## src/hw/rtl/mmid_pkg.sv

```systemverilog
package mmid_pkg;

  // Item operation codes
  typedef enum logic {
    OP_LOAD   = 1'b0,
    OP_DECODE = 1'b1
  } op_e;

  localparam int unsigned WORD_W  = 32;
  localparam int unsigned INDEX_W = 8;

  // Fixed-width part of a token moving down the cell chain.
  // data_a carries the instruction on a decode and the care mask on a load;
  // data_b carries the expected value on a load.
  typedef struct packed {
    logic              valid;
    op_e               op;
    logic [WORD_W-1:0] data_a;
    logic [WORD_W-1:0] data_b;
    logic              full;
    logic              found;
  } token_t;

endpackage

```

## src/hw/rtl/mmid_cell.sv

```systemverilog
module mmid_cell #(
  parameter int unsigned IDX_W = 9,
  parameter int unsigned IDX   = 0
) (
  input  logic                clk_i,
  input  logic                rst_ni,
  input  logic                en_i,
  input  mmid_pkg::token_t    tok_i,
  input  logic [IDX_W-1:0]    ref_i,
  input  logic [IDX_W-1:0]    hit_i,
  output mmid_pkg::token_t    tok_o,
  output logic [IDX_W-1:0]    ref_o,
  output logic [IDX_W-1:0]    hit_o
);

  localparam logic [IDX_W-1:0] MyIdx = IDX_W'(IDX);

  logic [mmid_pkg::WORD_W-1:0] mask_q, value_q;
  mmid_pkg::token_t            tok_d, tok_q;
  logic [IDX_W-1:0]            ref_q, hit_d, hit_q;
  logic                        wr_en, match;

  // Store the pattern when a load token targets this slot
  assign wr_en = en_i && tok_i.valid && (tok_i.op == mmid_pkg::OP_LOAD) &&
                 !tok_i.full && (ref_i == MyIdx);

  always_ff @(posedge clk_i) begin
    if (wr_en) begin
      mask_q  <= tok_i.data_a;
      value_q <= tok_i.data_b;
    end
  end

  // Compare only slots below the count seen when the decode entered
  assign match = tok_i.valid && (tok_i.op == mmid_pkg::OP_DECODE) &&
                 !tok_i.found && (MyIdx < ref_i) &&
                 ((tok_i.data_a & mask_q) == value_q);

  always_comb begin
    tok_d = tok_i;
    hit_d = hit_i;
    if (match) begin
      tok_d.found = 1'b1;
      hit_d       = MyIdx;
    end
  end

  // Hand the token to the next cell
  always_ff @(posedge clk_i or negedge rst_ni) begin
    if (!rst_ni) begin
      tok_q <= '0;
    end else if (en_i) begin
      tok_q <= tok_d;
    end
  end

  always_ff @(posedge clk_i) begin
    if (en_i) begin
      ref_q <= ref_i;
      hit_q <= hit_d;
    end
  end

  assign tok_o = tok_q;
  assign ref_o = ref_q;
  assign hit_o = hit_q;

endmodule

```

## config.mk

```make
export PLATFORM = sky130hd
export DESIGN_NAME = mmid_cell
export DESIGN_NICKNAME = d
export VERILOG_FILES = /design/src/hw/rtl/mmid_pkg.sv /design/src/hw/rtl/mmid_cell.sv
export SDC_FILE = /design/constraint.sdc
export NUM_CORES = 1
export LEC_CHECK = 0
export ABC_AREA = 1
export BUFFER_PORTS_ARGS = -buffer_cell sky130_fd_sc_hd__buf_2
export CAP_MARGIN = 5
export CORE_MARGIN = 3
export CORE_UTILIZATION = 46
export CTS_CLUSTER_SIZE = 12
export DETAILED_ROUTE_END_ITERATION = 6
export PLACE_DENSITY = 0.84
export REMOVE_ABC_BUFFERS = 1
export SYNTH_ARGS = -nofsm -noshare
export SYNTH_HDL_FRONTEND = slang
export SYNTH_SLANG_ARGS = --single-unit
export TNS_END_PERCENT = 30
```

## constraint.sdc

```tcl
create_clock -name clk_i -period 1.5 [get_ports clk_i]
set_clock_uncertainty 0.2 [all_clocks]
set_input_delay 0.15 -clock clk_i [delete_from_list [all_inputs] [get_ports clk_i]]
set_output_delay 0.15 -clock clk_i [all_outputs]
set_load 0.005 [all_outputs]
```

Yosys cells after proc, flatten, opt, wreduce, memory -nomap -nowiden
Cells that the tools add are included.

Register bits: 150. Output and inout port bits: 86. Logic and storage cells: 26.

Magnitude comparators: 1. Equality and inequality tests: 1. Mux-type cells: 1. Bitwise gates (word level): 2. Reductions and logical operators: 11.

Operators with widths (number): bitwise AND 32 bit (1); == test 32 bit (1); logical NOT 9 bit (1); < comparator 1 x 9 -> 1 bit (first input constant) (1); logical AND 1 bit (8); logical NOT 1 bit (2); 2-to-1 mux 1 bit (1); inverter 1 bit (1).

Logic depth before layout (Yosys ltp)
Depth after elaboration: 5. Mapped depth: 11.

Worst setup path after synthesis
No wires, ideal clock.

Kind: input to register. Start: in en_i. End: reg mask_q[0] (netlist name) (enable). Setup time: 0.487 ns. Arrival: 3.217 ns. Slack: -2.404 ns. Cell stages on the path: 5. Buffers on the path: 1. Cell sequence: buf_2 > nand2_1 > nor3_1 > nand2_1 > nor2_1.

Word-level cells in the longest chain between the ends: 4.

RTL lines: start, declared (RTL line mmid_cell.sv:7) `input logic en_i,`; logical AND 1 bit (3 in series) (RTL line mmid_cell.sv:24) `assign wr_en = en_i && tok_i.valid && (tok_i.op == mmid_pkg::OP_LOAD) &&`; logical AND 1 bit (RTL line mmid_cell.sv:25) `!tok_i.full && (ref_i == MyIdx);`; via wr_en (RTL line mmid_cell.sv:21) `logic wr_en, match;`; end signal, assigned (RTL line mmid_cell.sv:29) `mask_q <= tok_i.data_a;`; end, declared (RTL line mmid_cell.sv:18) `logic [mmid_pkg::WORD_W-1:0] mask_q, value_q;`.

The timed path passes the listed nets, and every way through them passes these cells. A chain may end at the register's enable or synchronous reset.

Worst setup path in the final report
Start: reg value_q[31] (netlist name). End: reg hit_q[2], in the netlist hit_o[2] (data pin).

Word-level cells in the longest chain between the ends: 2.

RTL lines: start, declared (RTL line mmid_cell.sv:18); start signal, assigned (RTL line mmid_cell.sv:30) `value_q <= tok_i.data_b;`; == test 32 bit (RTL line mmid_cell.sv:37) `((tok_i.data_a & mask_q) == value_q);`; logical AND 1 bit (RTL line mmid_cell.sv:36) `!tok_i.found && (MyIdx < ref_i) &&`; end signal, assigned (RTL line mmid_cell.sv:60) `hit_q <= hit_d;`; end, declared (RTL line mmid_cell.sv:20) `logic [IDX_W-1:0] ref_q, hit_d, hit_q;`.

Every way passes these cells.

==> qor.yml <==
finish.utilization: 0.707
violations: "setup timing"
layout.cells.non_filler: 1043
criticalPathCategory: "reg -> reg"
synth_fa_ha_area_frac: 0
start_util: 0.478
grt.met2_usage: 0.386
relSlewSlack: 0.726
track_usage: 0.227
grt_overflow: 0
crit_path_top_delay_cell: "edfxtp_1"
clock_sink_count: 150
first_pass_iters: 5
rsz0062_at_grt: "yes"
hold_viol_final: 0
io_buffers: 174
ys_ff_latch: 150
post-route-period-util: 1.22
fin_crit_ns: 1.83
busiest_layer: "met2"
ir_worst_vdd_mv: 0.716
yosys_warnings: 0
netlist_top_cells_area: "edfxtp_1 42%, dfrtp_1 29%, nand2_1 19%, nor2_1 2.3%, inv_1 1.9%"
worstPathCellList: "inv_1 -> nand2_1 -> nand2_1 -> nand3_2 -> nor2_2 -> nand2_1 -> nor2_2 -> nand3_4 -> clkinvlp_4 -> nor2_1"
setup_viol_count_final: 10
drv_slew: 0
dp_cells: 924
drtIter0Drc: 482
synth_compound_area_frac: 0.00538
path_max_fanout: 4
cp.arrival_ns: 1.80
stdcell_area_um2: 8600
root_buffer: "clkbuf_16"
grt_pass1_vias: 4953
antenna_found_initial: 0
syn2layout_area_growth_pct: 48.0
p_leak_nw: 4.21
setup_ws_ns: -0.335
placementRows: 40
critPathRequiredTime_ns: 1.47
fp.dieW_um: 118
fillCellCount: 847
end_kind: "register"
htreeDepth: 4
synth_mux_area_frac: 0
reg2reg_slack_ns: -0.33
synth_top_family_by_area: "simple AND/OR/NAND/NOR gates"
cts_tree: "built"
place_congestion: 0.759
ioPinCount: 175
diodes: 0
grt_pass1_wl_um: 24900
ys_types: 20
wl_um: 15400
synth_xor_area_frac: 0.00452
critPathLaunchType: "register"
layout-drive-gt1-share: 0.280
worst_pin_slew_ns: 0.411
cts_buffer_depth: 2
grtUsageMet3: 0.0555
outcome: "finished with violations"
cts-buffers-inserted: 17
yosysTopAreaCellShare: 0.424
grt_max_degree: 69
avgSynthCellArea_um2: 10.3
nets: 952
synth-simple-area-share: 0.241
ant_nets: 0
syn_area_um2: 5810
yosys.area.top_type: "edfxtp_1"
avgRoutedWirePerCell_um: 14.7
hpwl_um: 9220
met1_usage: 0.283
synthCells: 562
viasPerCell: 4.73
clk_pin_slew_ns: 0.06
clk_latency_ns: 0.41
powerDensity_nw_per_um2: 1110
die-area_um2: 14000
cp_slowest_stage_delay_ns: 0.41
num_vias: 4935
core_area_um2: 12200
maxCapViolCount: 0
hp-class: "in -> reg"
yosysSeqAreaShare: 0.717
die_h_um: 118
drc: 0
fmax_mhz: 545
place_area_um2: 7160
cpMostUsedCell: "nand2_1"
[placed cells by master (no fill, tap or decap), types with 2 or more instances in the layout]
master | Yosys | routed
xnor2_1 | 2 | 2
nand3b_1 | 6 | 6
buf_4 | 0 | 32
nand2_1 | 287 | 286
clkbuf_16 | 0 | 17
nor2_2 | 1 | 4
inv_1 | 30 | 30
clkbuf_1 | 7 | 7
dfrtp_1 | 68 | 68
buf_12 | 0 | 5
buf_2 | 8 | 172
nor3_1 | 4 | 4
clkinv_2 | 0 | 4
clkbuf_8 | 0 | 2
edfxtp_1 | 82 | 82
dlygate4sd3_1 | 0 | 87
nand3_1 | 21 | 20
a21oi_1 | 3 | 2
nor2_1 | 35 | 31
[registers in the layout (all words and copies together) (netlist names)]
| signal | flops |
|---|---|
| hit_o | 9 |
| mask_q | 32 |
| ref_o | 9 |
| tok_o | 68 |
| value_q | 32 |
[synthesized netlist by cell type]
cell type,instances
xnor2_1,2
o22ai_1,1
nor2_2,1
nand4_1,1
inv_2,2
dfrtp_1,68
xor2_1,1
o21ai_1,1
a21oi_1,3
nand2_1,287
nor3_1,4
nor2_1,35
buf_2,8
nand3b_1,6
clkbuf_1,7
edfxtp_1,82
nand3_1,21
o21ai_0,1
nand3_2,1
inv_1,30
[per-stage QoR]
step	setup WS [ns]	hold WS [ns]	TNS, ns	total power, W
final	-0.335	0.0418	-3.05	0.00953
after global routing	-0.427	0.0468	-4.06	0.00990
after CTS	-0.262	0.0138	-2.50	0.00955
after detailed placement	-0.317	-0.000752	-5.22	0.00555
after global placement	-0.284	-0.00894	-4.79	0.00552
after floorplan	-2.26	-0.346	-144.57	0.00496
[critical path: cells and delay by family, from the launching register on]
kind          cells  cell delay, ns
flops             1            0.41
simple gates      8            0.75
buf+inv           2            0.22
[power breakdown]
part           internal (W)  leakage (nW)  switching, W
Sequential          0.00456          1.58      0.000103
Clock               0.00235         0.262       0.00150
Combinational      0.000524          2.37      0.000486
Total               0.00744          4.21       0.00209
[layer usage]
metal	wire [um]	share of wire	vias up
met3	1050	0.068	22
li1	-	-	2395
met1	6190	0.40	2301
met4	254	0.017	0
met5	0	0	-
met2	7870	0.51	217
[path summary, 6_finish.rpt]
| path | from | to | cells after the start |
|---|---|---|---|
| max | value_q[31]$_DFFE_PP_ | hit_o[2]$_SDFFCE_PP0P_ | 10 |
| min | en_i | tok_o[33]$_DFFE_PN0P_ | 4 |
| max reg2reg | value_q[31]$_DFFE_PP_ | hit_o[2]$_SDFFCE_PP0P_ | 10 |
| min reg2reg | tok_o[32]$_DFFE_PN0P_ | tok_o[32]$_DFFE_PN0P_ | 2 |
| max in group asynchronous | rst_ni | tok_o[20]$_DFFE_PN0P_ | 3 |
| min in group asynchronous | rst_ni | tok_o[67]$_DFFE_PN0P_ | 3 |
[area by class of cell]
type	count	area, um2	area share
clock inverters	5	50.0	0.00582
well taps	168	210	0.0244
multi-input cells	365	1490	0.174
flip-flops and latches	150	4160	0.484
inverters	32	123	0.0143
repair buffers	296	2070	0.241
clock buffers	26	479	0.0557
repair inverters	1	7.51	0.000873
[kinds of logic after synthesis]
family                 Yosys count
AO/OA/AOI/OAI                    6
AND/OR/NAND/NOR                356
flip-flops                     150
buffers and inverters           47
XOR/XNOR                         3
[repair_timing]
action | in CTS | in global routing
gates cloned | 1 | 0
pin swaps | 1 | 3
endpoints found under the setup margin | 10 | 10
setup buffers | 0 | 0
hold buffers | 87 | 0
hold endpoints to repair | 218 | 0
gates resized for setup | 6 | 2
(Power assumes the default switching activity.)
